[config.mk]
export PLATFORM = sky130hd
export DESIGN_NAME = nco_oscillator_bank_mixer_core_flat
export DESIGN_NICKNAME = d
export VERILOG_FILES = /design/src/design/nco_pkg.sv /design/src/design/nco_if.sv /design/src/design/nco_oscillator_bank_mixer_core.sv /design/src/design/nco_ctrl.sv /design/src/design/nco_datapath.sv /design/src/flat_wrapper.sv
export SDC_FILE = /design/constraint.sdc
export NUM_CORES = 2
export LEC_CHECK = 0
export BUFFER_PORTS_ARGS = -buffer_cell sky130_fd_sc_hd__buf_2
export CORE_AREA = 2 2 375 377
export DETAILED_ROUTE_END_ITERATION = 12
export DIE_AREA = 0 0 377 379
export GPL_TIMING_DRIVEN = 0
export PLACE_DENSITY_LB_ADDON = 0.2
export SLEW_MARGIN = 30
export SYNTH_ARGS = -nofsm -noshare
export SYNTH_HDL_FRONTEND = slang
export SYNTH_SLANG_ARGS = --single-unit
[constraint.sdc]
create_clock -name clk -period 11.95 [get_ports clk]
set_input_delay 0.5975 -clock clk [delete_from_list [all_inputs] [get_ports clk]]
set_output_delay 0.5975 -clock clk [all_outputs]
set_load 0.01 [all_outputs]
[src/design/nco_pkg.sv]
package nco_pkg;

    localparam int NUM_OSC      = 4;
    localparam int NUM_DETUNED  = 3;
    localparam int DETUNE_STEPS = 49;
    localparam int IDX_W        = (NUM_OSC > 1) ? $clog2(NUM_OSC) : 1;

    localparam int SET_W     = 29;
    localparam int PPH_W     = 40;
    localparam int BASE_W    = 22;
    localparam int FREQ_W    = 26;
    localparam int PHASE_W   = 32;
    localparam int CFG_IDX_W = 3;
    localparam int CFG_W     = 40;
    localparam int SAMPLE_W  = 16;

    localparam logic [CFG_IDX_W-1:0] REG_PHASE_PER_HZ = 3'd4;

    localparam logic [SET_W-1:0] SET_RESET     = 29'd3072;
    localparam logic [SET_W-1:0] SET_RESET_SUB = 29'd3192;
    localparam logic [PPH_W-1:0] PPH_RESET     = 40'd5864062014;

    localparam logic [BASE_W-1:0] BASE_MIN = 22'd5120;
    localparam logic [BASE_W-1:0] BASE_MAX = 22'd4096000;
    localparam logic [30:0]       FREQ_MIN = 31'd81920;
    localparam logic [30:0]       FREQ_MAX = 31'd65536000;
    localparam logic [15:0]       MIX_ONE  = 16'd32768;
    localparam logic [16:0]       GAIN_ONE = 17'd65536;

    localparam logic [2:0] WAVE_SINE   = 3'd1;
    localparam logic [2:0] WAVE_SQUARE = 3'd2;
    localparam logic [2:0] WAVE_TRI    = 3'd3;
    localparam logic [2:0] WAVE_SAW    = 3'd4;

    localparam logic [16:0] DETUNE_TABLE [0:DETUNE_STEPS-1] = '{
        17'd64634, 17'd64671, 17'd64709, 17'd64746, 17'd64783, 17'd64821, 17'd64858,
        17'd64896, 17'd64934, 17'd64971, 17'd65009, 17'd65047, 17'd65084, 17'd65122,
        17'd65160, 17'd65198, 17'd65236, 17'd65274, 17'd65311, 17'd65349, 17'd65387,
        17'd65425, 17'd65464, 17'd65502, 17'd65536, 17'd65574, 17'd65612, 17'd65650,
        17'd65688, 17'd65726, 17'd65764, 17'd65802, 17'd65840, 17'd65878, 17'd65916,
        17'd65954, 17'd65993, 17'd66031, 17'd66069, 17'd66108, 17'd66146, 17'd66184,
        17'd66223, 17'd66261, 17'd66300, 17'd66339, 17'd66377, 17'd66416, 17'd66455
    };

    typedef enum logic [3:0] {
        OP_NONE,
        OP_DIV_INIT,
        OP_DIV_STEP,
        OP_DIV_FIN,
        OP_NOTE_ON,
        OP_CACHE_SET,
        OP_FREQ_MUL,
        OP_FREQ_CLAMP,
        OP_LO_MUL,
        OP_HI_MUL,
        OP_INC_WR,
        OP_WAVE_MUL,
        OP_ACC,
        OP_GAIN_MUL,
        OP_EMIT
    } op_t;

    typedef struct packed {
        op_t              op;
        logic [IDX_W-1:0] idx;
        logic             div_first;
    } cmd_t;

    typedef struct packed {
        logic               gain_dirty;
        logic               func;
        logic               any_active;
        logic               need_update;
        logic               out_free;
        logic [NUM_OSC-1:0] mask;
    } status_t;

    function automatic logic [16:0] detune_factor(input logic [5:0] code);
        logic [5:0] i;
        i = (code > 6'(DETUNE_STEPS - 1)) ? 6'(DETUNE_STEPS - 1) : code;
        return DETUNE_TABLE[i];
    endfunction

endpackage

[src/design/nco_if.sv]
interface nco_req_if;
    import nco_pkg::*;
    logic              valid;
    logic              ready;
    logic              func;
    logic [BASE_W-1:0] base_freq;
    modport source (output valid, output func, output base_freq, input ready);
    modport sink   (input valid, input func, input base_freq, output ready);
endinterface

interface nco_rsp_if;
    import nco_pkg::*;
    logic                       valid;
    logic                       ready;
    logic signed [SAMPLE_W-1:0] sample;
    modport source (output valid, output sample, input ready);
    modport sink   (input valid, input sample, output ready);
endinterface

[src/design/nco_oscillator_bank_mixer_core.sv]
// Channel   Role    Beat contents
// request   sink    func, base_freq
// response  source  sample
// cfg       write   cfg_we, cfg_index, cfg_data
//
// A note-on beat clears the phases and the frequency cache. A sample beat with nothing
// active emits zero; otherwise the increments are first recomputed when the base
// frequency, the settings or the phase-per-Hz value changed, or after a note-on,
// and all products go through one shared multiplier.
// A settings write holds request off while a serial divide forms the mix gain; a
// write during the divide starts it again. Reset clears phases, increments and the
// cache.
// The finished sample waits in the output register while response is stalled.
module nco_oscillator_bank_mixer_core (
    input  logic                           clk,
    input  logic                           rst_n,
    nco_req_if.sink                        request,
    nco_rsp_if.source                      response,
    input  logic                           cfg_we,
    input  logic [nco_pkg::CFG_IDX_W-1:0]  cfg_index,
    input  logic [nco_pkg::CFG_W-1:0]      cfg_data
);
    import nco_pkg::*;

    cmd_t    cmd;
    status_t status;
    logic    in_ready;

    assign request.ready = in_ready;

    nco_ctrl u_ctrl (
        .clk      (clk),
        .rst_n    (rst_n),
        .in_valid (request.valid),
        .in_ready (in_ready),
        .cfg_we   (cfg_we),
        .status   (status),
        .cmd      (cmd)
    );

    nco_datapath u_datapath (
        .clk          (clk),
        .rst_n        (rst_n),
        .cfg_we       (cfg_we),
        .cfg_index    (cfg_index),
        .cfg_data     (cfg_data),
        .in_accept    (request.valid && in_ready),
        .in_func      (request.func),
        .in_base_freq (request.base_freq),
        .cmd          (cmd),
        .status       (status),
        .out_ready    (response.ready),
        .out_valid    (response.valid),
        .out_sample   (response.sample)
    );

endmodule

[src/design/nco_ctrl.sv]
module nco_ctrl (
    input  logic             clk,
    input  logic             rst_n,
    input  logic             in_valid,
    output logic             in_ready,
    input  logic             cfg_we,
    input  nco_pkg::status_t status,
    output nco_pkg::cmd_t    cmd
);
    import nco_pkg::*;

    typedef enum logic [3:0] {
        S_IDLE, S_DIV_INIT, S_DIV_STEP, S_DIV_FIN, S_DISPATCH,
        S_FREQ_MUL, S_FREQ_CLAMP, S_LO_MUL, S_HI_MUL, S_INC_WR,
        S_WAVE_MUL, S_ACC, S_GAIN_MUL, S_EMIT
    } state_t;

    localparam logic [IDX_W-1:0] IDX_LAST = IDX_W'(NUM_OSC - 1);

    state_t           state_reg;
    logic [IDX_W-1:0] idx_reg;
    logic [4:0]       cnt_reg;
    logic             idx_active;
    logic             idx_last;

    assign idx_active = status.mask[idx_reg];
    assign idx_last   = (idx_reg == IDX_LAST);
    assign in_ready   = (state_reg == S_IDLE) && !status.gain_dirty && !cfg_we;

    always_comb
    begin
        cmd.idx       = idx_reg;
        cmd.div_first = (cnt_reg == 5'd0);
        cmd.op        = OP_NONE;
        unique case (state_reg)
            S_IDLE:       cmd.op = OP_NONE;
            S_DIV_INIT:   cmd.op = OP_DIV_INIT;
            S_DIV_STEP:   cmd.op = OP_DIV_STEP;
            S_DIV_FIN:    cmd.op = OP_DIV_FIN;
            S_DISPATCH:
            begin
                if (status.func)
                    cmd.op = OP_NOTE_ON;
                else if (status.any_active && status.need_update)
                    cmd.op = OP_CACHE_SET;
            end
            S_FREQ_MUL:   cmd.op = idx_active ? OP_FREQ_MUL : OP_NONE;
            S_FREQ_CLAMP: cmd.op = OP_FREQ_CLAMP;
            S_LO_MUL:     cmd.op = OP_LO_MUL;
            S_HI_MUL:     cmd.op = OP_HI_MUL;
            S_INC_WR:     cmd.op = OP_INC_WR;
            S_WAVE_MUL:   cmd.op = idx_active ? OP_WAVE_MUL : OP_NONE;
            S_ACC:        cmd.op = OP_ACC;
            S_GAIN_MUL:   cmd.op = OP_GAIN_MUL;
            S_EMIT:       cmd.op = status.out_free ? OP_EMIT : OP_NONE;
            default:      cmd.op = OP_NONE;
        endcase
    end

    always_ff @(posedge clk or negedge rst_n)
    begin
        if (!rst_n)
        begin
            state_reg <= S_IDLE;
            idx_reg   <= '0;
            cnt_reg   <= '0;
        end
        else
        begin
            unique case (state_reg)
                S_IDLE:
                begin
                    idx_reg <= '0;
                    if (in_valid && in_ready)
                        state_reg <= S_DISPATCH;
                    else if (status.gain_dirty && !cfg_we)
                        state_reg <= S_DIV_INIT;
                end
                // A register write during the divide abandons it; the gain
                // stays dirty and the divide starts again from idle.
                S_DIV_INIT:
                begin
                    cnt_reg <= '0;
                    if (cfg_we)
                        state_reg <= S_IDLE;
                    else
                        state_reg <= S_DIV_STEP;
                end
                S_DIV_STEP:
                begin
                    cnt_reg <= cnt_reg + 5'd1;
                    if (cfg_we)
                        state_reg <= S_IDLE;
                    else if (cnt_reg == 5'd31)
                        state_reg <= S_DIV_FIN;
                end
                S_DIV_FIN:    state_reg <= S_IDLE;
                S_DISPATCH:
                begin
                    if (status.func)
                        state_reg <= S_IDLE;
                    else if (!status.any_active)
                        state_reg <= S_EMIT;
                    else if (status.need_update)
                        state_reg <= S_FREQ_MUL;
                    else
                        state_reg <= S_WAVE_MUL;
                end
                S_FREQ_MUL:
                begin
                    if (idx_active)
                        state_reg <= S_FREQ_CLAMP;
                    else if (idx_last)
                    begin
                        idx_reg   <= '0;
                        state_reg <= S_WAVE_MUL;
                    end
                    else
                        idx_reg <= idx_reg + 1'b1;
                end
                S_FREQ_CLAMP: state_reg <= S_LO_MUL;
                S_LO_MUL:     state_reg <= S_HI_MUL;
                S_HI_MUL:     state_reg <= S_INC_WR;
                S_INC_WR:
                begin
                    if (idx_last)
                    begin
                        idx_reg   <= '0;
                        state_reg <= S_WAVE_MUL;
                    end
                    else
                    begin
                        idx_reg   <= idx_reg + 1'b1;
                        state_reg <= S_FREQ_MUL;
                    end
                end
                S_WAVE_MUL:
                begin
                    if (idx_active)
                        state_reg <= S_ACC;
                    else if (idx_last)
                        state_reg <= S_GAIN_MUL;
                    else
                        idx_reg <= idx_reg + 1'b1;
                end
                S_ACC:
                begin
                    if (idx_last)
                        state_reg <= S_GAIN_MUL;
                    else
                    begin
                        idx_reg   <= idx_reg + 1'b1;
                        state_reg <= S_WAVE_MUL;
                    end
                end
                S_GAIN_MUL:   state_reg <= S_EMIT;
                S_EMIT:
                begin
                    if (status.out_free)
                        state_reg <= S_IDLE;
                end
                default:      state_reg <= S_IDLE;
            endcase
        end
    end

endmodule

[src/design/nco_datapath.sv]
module nco_datapath (
    input  logic                              clk,
    input  logic                              rst_n,
    input  logic                              cfg_we,
    input  logic [nco_pkg::CFG_IDX_W-1:0]     cfg_index,
    input  logic [nco_pkg::CFG_W-1:0]         cfg_data,
    input  logic                              in_accept,
    input  logic                              in_func,
    input  logic [nco_pkg::BASE_W-1:0]        in_base_freq,
    input  nco_pkg::cmd_t                     cmd,
    output nco_pkg::status_t                  status,
    input  logic                              out_ready,
    output logic                              out_valid,
    output logic signed [nco_pkg::SAMPLE_W-1:0] out_sample
);
    import nco_pkg::*;

    logic [SET_W-1:0]   settings_reg [NUM_OSC];
    logic [PPH_W-1:0]   pph_reg;
    logic [PHASE_W-1:0] phase_reg [NUM_OSC];
    logic [PHASE_W-1:0] inc_reg [NUM_OSC];
    logic [BASE_W-1:0]  cached_reg;
    logic               cache_valid_reg;
    logic [NUM_OSC-1:0] mask_reg;
    logic [16:0]        gain_reg;
    logic               gain_dirty_reg;
    logic [17:0]        sum_reg;
    logic [17:0]        rem_reg;
    logic [16:0]        quot_reg;

    logic               func_reg;
    logic [BASE_W-1:0]  base_reg;
    logic [FREQ_W-1:0]  f_reg;
    logic [45:0]        b_reg;
    logic signed [36:0] acc_reg;
    logic signed [57:0] prod_reg;
    logic               out_valid_reg;
    logic signed [SAMPLE_W-1:0] sample_reg;

    logic [NUM_OSC-1:0] act_c;
    logic [17:0]        sum_c;
    logic [18:0]        trial;
    logic [BASE_W-1:0]  base_clamped;

    logic [SET_W-1:0]   cur_set;
    logic [PHASE_W-1:0] cur_phase;
    logic [15:0]        cur_mix;
    logic signed [3:0]  oct;
    logic [29:0]        f_shift;
    logic [16:0]        det;
    logic signed [17:0] wave;
    logic [30:0]        fq;
    logic [30:0]        fq_clamped;
    logic [66:0]        inc_sum;
    logic signed [57:0] rounded;
    logic signed [26:0] y;
    logic signed [SAMPLE_W-1:0] y_sat;
    logic               out_free;

    logic signed [36:0] mul_a;
    logic signed [20:0] mul_b;
    logic signed [57:0] prod;

    function automatic logic [15:0] mix_of(input logic [SET_W-1:0] s);
        return (s[28:13] > MIX_ONE) ? MIX_ONE : s[28:13];
    endfunction

    function automatic logic wave_on(input logic [SET_W-1:0] s);
        return (s[2:0] >= WAVE_SINE) && (s[2:0] <= WAVE_SAW);
    endfunction

    always_comb
    begin
        act_c = '0;
        sum_c = '0;
        for (int i = 0; i < NUM_OSC; i++)
        begin
            if (wave_on(settings_reg[i]) && (mix_of(settings_reg[i]) != 16'd0))
            begin
                act_c[i] = 1'b1;
                sum_c    = sum_c + 18'(mix_of(settings_reg[i]));
            end
        end
    end

    assign trial = {rem_reg, cmd.div_first};

    assign base_clamped = (in_base_freq < BASE_MIN) ? BASE_MIN :
                          (in_base_freq > BASE_MAX) ? BASE_MAX : in_base_freq;

    assign cur_set   = settings_reg[cmd.idx];
    assign cur_phase = phase_reg[cmd.idx];
    assign cur_mix   = mix_of(cur_set);

    // Octave is a signed nibble, held to plus or minus four.
    always_comb
    begin
        oct = signed'(cur_set[6:3]);
        if (oct > 4'sd4)
            oct = 4'sd4;
        else if (oct < -4'sd4)
            oct = -4'sd4;
        if (oct >= 4'sd0)
            f_shift = {4'b0, base_reg, 4'b0} << unsigned'(oct);
        else
            f_shift = {4'b0, base_reg, 4'b0} >> unsigned'(-oct);
    end

    assign det = (32'(cmd.idx) < NUM_DETUNED) ? detune_factor(cur_set[12:7]) : GAIN_ONE;

    always_comb
    begin
        unique case (cur_set[2:0])
            WAVE_SQUARE: wave = cur_phase[31] ? -18'sd32768 : 18'sd32768;
            WAVE_SAW:    wave = 18'sd32768 - signed'({2'b0, cur_phase[31:16]});
            WAVE_SINE, WAVE_TRI:
            begin
                if (cur_phase[31:30] == 2'b00)
                    wave = signed'({1'b0, cur_phase[31:15]});
                else if (cur_phase[31:30] != 2'b11)
                    wave = 18'sd65536 - signed'({1'b0, cur_phase[31:15]});
                else
                    wave = signed'({1'b0, cur_phase[31:15]} ^ 18'h20000);
            end
            default:     wave = 18'sd0;
        endcase
    end

    always_comb
    begin
        mul_a = '0;
        mul_b = '0;
        unique case (cmd.op)
            OP_FREQ_MUL:
            begin
                mul_a = signed'({7'b0, f_shift});
                mul_b = signed'({4'b0, det});
            end
            OP_LO_MUL:
            begin
                mul_a = signed'({11'b0, f_reg});
                mul_b = signed'({1'b0, pph_reg[19:0]});
            end
            OP_HI_MUL:
            begin
                mul_a = signed'({11'b0, f_reg});
                mul_b = signed'({1'b0, pph_reg[39:20]});
            end
            OP_WAVE_MUL:
            begin
                mul_a = 37'(wave);
                mul_b = signed'({5'b0, cur_mix});
            end
            OP_GAIN_MUL:
            begin
                mul_a = acc_reg;
                mul_b = signed'({4'b0, gain_reg});
            end
            default:
            begin
                mul_a = '0;
                mul_b = '0;
            end
        endcase
    end

    assign prod = mul_a * mul_b;

    assign fq         = prod_reg[46:16];
    assign fq_clamped = (fq < FREQ_MIN) ? FREQ_MIN : (fq > FREQ_MAX) ? FREQ_MAX : fq;
    assign inc_sum    = {1'b0, prod_reg[45:0], 20'b0} + {21'b0, b_reg};

    // Round half up at bit 31, then saturate to Q1.15.
    assign rounded = prod_reg + 58'sd1073741824;
    assign y       = 27'(rounded >>> 31);
    assign y_sat   = (y > 27'sd32767) ? 16'sh7FFF :
                     (y < -27'sd32768) ? -16'sh8000 : 16'(y);

    assign out_free = !out_valid_reg || out_ready;

    assign status.gain_dirty  = gain_dirty_reg;
    assign status.func        = func_reg;
    assign status.any_active  = (mask_reg != '0);
    assign status.need_update = !cache_valid_reg || (base_reg != cached_reg);
    assign status.out_free    = out_free;
    assign status.mask        = mask_reg;

    assign out_valid  = out_valid_reg;
    assign out_sample = sample_reg;

    always_ff @(posedge clk or negedge rst_n)
    begin
        if (!rst_n)
        begin
            for (int i = 0; i < NUM_OSC; i++)
            begin
                settings_reg[i] <= (i == 3) ? SET_RESET_SUB : SET_RESET;
                phase_reg[i]    <= '0;
                inc_reg[i]      <= '0;
            end
            pph_reg         <= PPH_RESET;
            cached_reg      <= '0;
            cache_valid_reg <= 1'b0;
            mask_reg        <= '0;
            gain_reg        <= GAIN_ONE;
            gain_dirty_reg  <= 1'b0;
            out_valid_reg   <= 1'b0;
        end
        else
        begin
            if (out_valid_reg && out_ready)
                out_valid_reg <= 1'b0;

            unique case (cmd.op)
                OP_DIV_FIN:
                begin
                    gain_reg       <= (sum_reg > 18'(MIX_ONE)) ? quot_reg : GAIN_ONE;
                    gain_dirty_reg <= 1'b0;
                end
                OP_DIV_INIT:  mask_reg <= act_c;
                OP_NOTE_ON:
                begin
                    for (int i = 0; i < NUM_OSC; i++)
                        phase_reg[i] <= '0;
                    cache_valid_reg <= 1'b0;
                end
                OP_CACHE_SET:
                begin
                    cached_reg      <= base_reg;
                    cache_valid_reg <= 1'b1;
                end
                OP_INC_WR:    inc_reg[cmd.idx] <= inc_sum[59:28];
                OP_WAVE_MUL:  phase_reg[cmd.idx] <= cur_phase + inc_reg[cmd.idx];
                OP_EMIT:      out_valid_reg <= 1'b1;
                default:      ;
            endcase

            // A settings write in the last divide cycle must leave the gain dirty.
            if (cfg_we)
            begin
                if (32'(cfg_index) < NUM_OSC)
                begin
                    settings_reg[cfg_index[IDX_W-1:0]] <= cfg_data[SET_W-1:0];
                    gain_dirty_reg  <= 1'b1;
                    cache_valid_reg <= 1'b0;
                end
                else if (cfg_index == REG_PHASE_PER_HZ)
                begin
                    pph_reg         <= cfg_data[PPH_W-1:0];
                    cache_valid_reg <= 1'b0;
                end
            end
        end
    end

    always_ff @(posedge clk)
    begin
        if (in_accept)
        begin
            func_reg <= in_func;
            base_reg <= base_clamped;
            acc_reg  <= '0;
        end

        unique case (cmd.op)
            OP_DIV_INIT:
            begin
                sum_reg  <= sum_c;
                rem_reg  <= '0;
                quot_reg <= '0;
            end
            OP_DIV_STEP:
            begin
                if (trial >= {1'b0, sum_reg})
                begin
                    rem_reg  <= 18'(trial - {1'b0, sum_reg});
                    quot_reg <= {quot_reg[15:0], 1'b1};
                end
                else
                begin
                    rem_reg  <= trial[17:0];
                    quot_reg <= {quot_reg[15:0], 1'b0};
                end
            end
            OP_FREQ_MUL, OP_LO_MUL, OP_WAVE_MUL, OP_GAIN_MUL: prod_reg <= prod;
            OP_HI_MUL:
            begin
                b_reg    <= prod_reg[45:0];
                prod_reg <= prod;
            end
            OP_FREQ_CLAMP: f_reg <= fq_clamped[FREQ_W-1:0];
            OP_ACC:        acc_reg <= acc_reg + prod_reg[36:0];
            OP_EMIT:       sample_reg <= (mask_reg != '0) ? y_sat : 16'sd0;
            default:       ;
        endcase
    end

endmodule
[src/flat_wrapper.sv]
// flat-port wrapper written by rule: the top's interface ports become plain ports
module nco_oscillator_bank_mixer_core_flat import nco_pkg::*;
  (clk, rst_n, cfg_we, cfg_index, cfg_data, request_valid, request_func, request_base_freq, request_ready, response_valid, response_sample, response_ready);
  nco_req_if request_i ();
  nco_rsp_if response_i ();
  input  logic clk;
  input  logic rst_n;
  input  logic cfg_we;
  input  logic [nco_pkg::CFG_IDX_W-1:0] cfg_index;
  input  logic [nco_pkg::CFG_W-1:0] cfg_data;
  input wire logic [$bits(request_i.valid)-1:0] request_valid;
  input wire logic [$bits(request_i.func)-1:0] request_func;
  input wire logic [$bits(request_i.base_freq)-1:0] request_base_freq;
  output wire logic [$bits(request_i.ready)-1:0] request_ready;
  output wire logic [$bits(response_i.valid)-1:0] response_valid;
  output wire logic [$bits(response_i.sample)-1:0] response_sample;
  input wire logic [$bits(response_i.ready)-1:0] response_ready;
  assign request_i.valid = request_valid;
  assign request_i.func = request_func;
  assign request_i.base_freq = request_base_freq;
  assign request_ready = request_i.ready;
  assign response_valid = response_i.valid;
  assign response_sample = response_i.sample;
  assign response_i.ready = response_ready;
  nco_oscillator_bank_mixer_core u_core (.clk(clk), .rst_n(rst_n), .request(request_i), .response(response_i), .cfg_we(cfg_we), .cfg_index(cfg_index), .cfg_data(cfg_data));
endmodule
==> key figures <==
Die
  – Die X: 377 um
  – Core area: 139,000 um^2
  – # IOs: 89
  – Die H: 379 um
  – Die area: 143,000 um^2
  – Std-Cell Rows: 137
  – Effective utilization at floorplan: 49.6%

Logic synthesis
  – Post-Synth Simple-Gate Area: 15.2%
  – Count of flip-flops with a built-in enable after synthesis: 239
  – Largest family of logic cells by synthesized area: adder cells
  – Post-synthesis cell count: 7,125
  – Distinct cell type count after synthesis: 95
  – Sequential fraction of the synthesis area: 27.5%
  – Post-synthesis async set-or-reset flop share: 66.2%
  – Flops & latches, synth: 708
  – Post-synthesis compound-gate area fraction: 11.3%
  – Mapped Area: 68,800 um^2
  – Adder-cell share of the synthesized area: 27.1%
  – XOR/XNOR Fraction of Synth Area: 3.00%
  – Most used DFF post-synth: dfrtp_1
  – Ys Warns: 0
  – Mux share of post-synthesis cell area: 8.69%
  – Average size of a mapped cell: 9.66 um^2

Global routing
  – Vias in the first global route: 56,000
  – Antenna violations before repair: 14
  – Tot GR Track Use: 33.6%
  – Largest net degree at the start of global routing: 86
  – Total gr overflow: 0
  – First-pass GRT wire length: 359,000 um

Route
  – Via count: 56,400
  – Average vias per placed instance: 6.10
  – Routed wl met2: 107,000 um
  – Top layer in use: met5
  – Routed wl met3: 23,700 um
  – Wirelength per Cell: 25.8 um
  – DR pass1 iterations: 9
  – 1st-iter DRT viols: 6,148
  – Antenna-violating nets left: 0
  – DRC viols: 0
  – WL final: 239,000 um
  – Routed metal-1 wire length: 97,300 um

STA
  – Fmax: 85.8 MHz
  – Clock Skews: 90.2 ps
  – Final min period: 11,650 ps
  – Fin Hold WS: 94.8 ps
  – # setup viols final: 0
  – Slew Limit Fails: 0
  – Hold Fails Final Rpt: 0
  – Least-Margin Pin Slew: 1110 ps
  – Slew margin rel.: 25.7%
  – Tcrit/Tclk final: 97.5%

Clocking
  – CTS buffer count: 81
  – Worst skew pair latency: 730 ps
  – Total clock sinks: 708
  – Clock Path Buffers: 3
  – Worst-path clk slew: 70 ps
  – Htree depth: 3
  – Clock Root Buffer: clkbuf_16
  – CTS tree: yes

Layout
  – Layout overhead on the synthesized area: 9.81%
  – Fillers: 12,500
  – Finished Layout Cells: 9,253
  – Nets: 8,493
  – Share of cells above drive strength 1: 12.1%

Worst hold path
  – Beginning of the worst hold path: cfg_data[38]
  – HP Class: input pin to flip-flop

Critical path
  – Worst Path Required: 12,330 ps
  – Critical Path Source: u_core.u_ctrl.idx_reg[1]
  – CP endpoint kind: flip-flop
  – Max stage delay on crit path: 610 ps
  – Most frequent CP cell: fa_1
  – Worst R2R Setup Slack: 300 ps
  – R2r startpoint: u_core.u_ctrl.idx_reg[1]
  – Slowest CP cell: a222oi_1
  – Worst EP arrival: 12,030 ps
  – Crit-path max FO: 10
  – Crit start category: flip-flop
  – Critical path class: flip-flop to flip-flop

Power and ir drop
  – LEAKAGE: 34.2 nW
  – Worst IR Drop VDD: 125 uV
  – Pwr per Cell Area: 199 nW/um^2

Placement
  – Placed cells: 9,073
  – Placer congestion estimate: 1.00
  – Port bufs: 88
  – Final HPWL DP: 190,000 um

Run
  – Max Cap Viol: 0

Outcome
  – Status: complete, no violations
[per-layer routing]
layer | track usage (%) | up-vias
met2 | 51.9 | 2800
met5 | 0 | -
met3 | 6.96 | 490
li1 | - | 24600
met1 | 46.3 | 28600
met4 | 13.4 | 6
[where the power goes]
part           internal, mW  switching [mW]
logic                  3.06            5.60
registers              3.23           0.531
clock network          1.53            1.14
[final cells by class]
cell class	instances	area, um^2	area share (%)
diodes	9	22.5	0.0298
plain buffers	375	1680	2.22
clock buffers	111	2370	3.14
clock inverters	41	502	0.664
inverters	888	3330	4.41
multi-input cells	5183	45500	60.1
flip-flops and latches	708	19000	25.1
well taps	1807	2260	2.99
repair buffers	131	1020	1.35
[final timing paths]
path	end	depth (start not counted)
max reg2reg	u_core.u_datapath.prod_reg[56]	37
max	u_core.u_datapath.prod_reg[56]	37
min	u_core.u_datapath.pph_reg[38]	2
min in group asynchronous	u_core.u_datapath.inc_reg[3]	2
min reg2reg	u_core.u_datapath.inc_reg[32]	2
max in group asynchronous	u_core.u_datapath.settings_reg[105]	6
[layout by cell type (no fill, tap or decap), types with 111 or more instances in the layout]
master	instances
nand3_1	246
fa_1	730
buf_2	158
ha_1	322
nor2_1	489
clkbuf_1	234
nand2_1	859
edfxtp_1	239
o21ai_0	341
xnor2_1	144
dfrtp_1	437
mux4_2	111
mux2_2	233
inv_1	882
a21oi_1	209
[logic make-up after synthesis]
logic type,count (synthesis)
XOR/XNOR,236
flip-flops,708
buffers and inverters,1268
multiplexers,430
other,2
AO/OA/AOI/OAI,1181
adder cells (fa/ha/maj),1054
AND/OR/NAND/NOR,2246
[critical path, delay by kind of cell (launching register included)]
family / cells / cell delay (ps)
fa+ha+maj: 9 / 4190
xor+xnor: 1 / 160
buf+inv: 11 / 2120
flops: 1 / 370
compound gates: 11 / 3080
simple gates: 4 / 950
mux: 1 / 420
[Yosys cell counts (all sizes together) (16+ instances only)]
library cell | n | area, um^2
inv | 887 | 3330
nand2 | 860 | 3230
fa | 731 | 14600
nor2 | 491 | 1840
dfrtp | 437 | 10900
o21ai | 362 | 1820
ha | 323 | 4040
clkbuf | 256 | 961
nand3 | 249 | 1250
edfxtp | 239 | 7180
mux2 | 233 | 2620
a21oi | 221 | 1140
xnor2 | 145 | 1270
buf | 124 | 634
mux4 | 111 | 2500
nor2b | 106 | 663
xor2 | 91 | 797
a21o | 90 | 676
and2 | 86 | 538
mux2i | 86 | 861
nor3 | 84 | 440
and3 | 69 | 432
a31oi | 66 | 413
a211oi | 59 | 493
nand2b | 57 | 357
o211ai | 53 | 398
nand4 | 45 | 282
or3 | 43 | 279
nor4 | 42 | 293
o21a | 40 | 300
or4 | 35 | 263
a22o | 32 | 280
dfstp | 32 | 841
o31ai | 30 | 230
or2 | 28 | 175
a222oi | 25 | 250
a211o | 19 | 166
o21bai | 19 | 143
nor3b | 17 | 128
o22ai | 17 | 106
a21boi | 16 | 120
[through the flow]
stage                     TNS [ps]  util, %  setup WS, ps  cell area [um^2]  power [mW]
after global routing         -6.06     54.4         -6.06             75600        15.9
after CTS                    -32.1     54.2         -32.1             75300        14.8
after global placement      -22510     51.6         -1380             71700        11.9
final                            0     54.4           299             75600        15.1
after detailed placement    -17840     52.0         -1370             72200        12.0
after floorplan                  0        -          1750             69000        9.19
[what timing repair did]
item	4_1_cts	5_1_grt
endpoints found under the setup margin	33	24
setup buffers	14	8
gates resized for setup	48	57
endpoints found under the hold margin	30	0
hold buffers	1	0
pin swaps	13	8
Note: power is estimated with default switching activity, not from simulation.
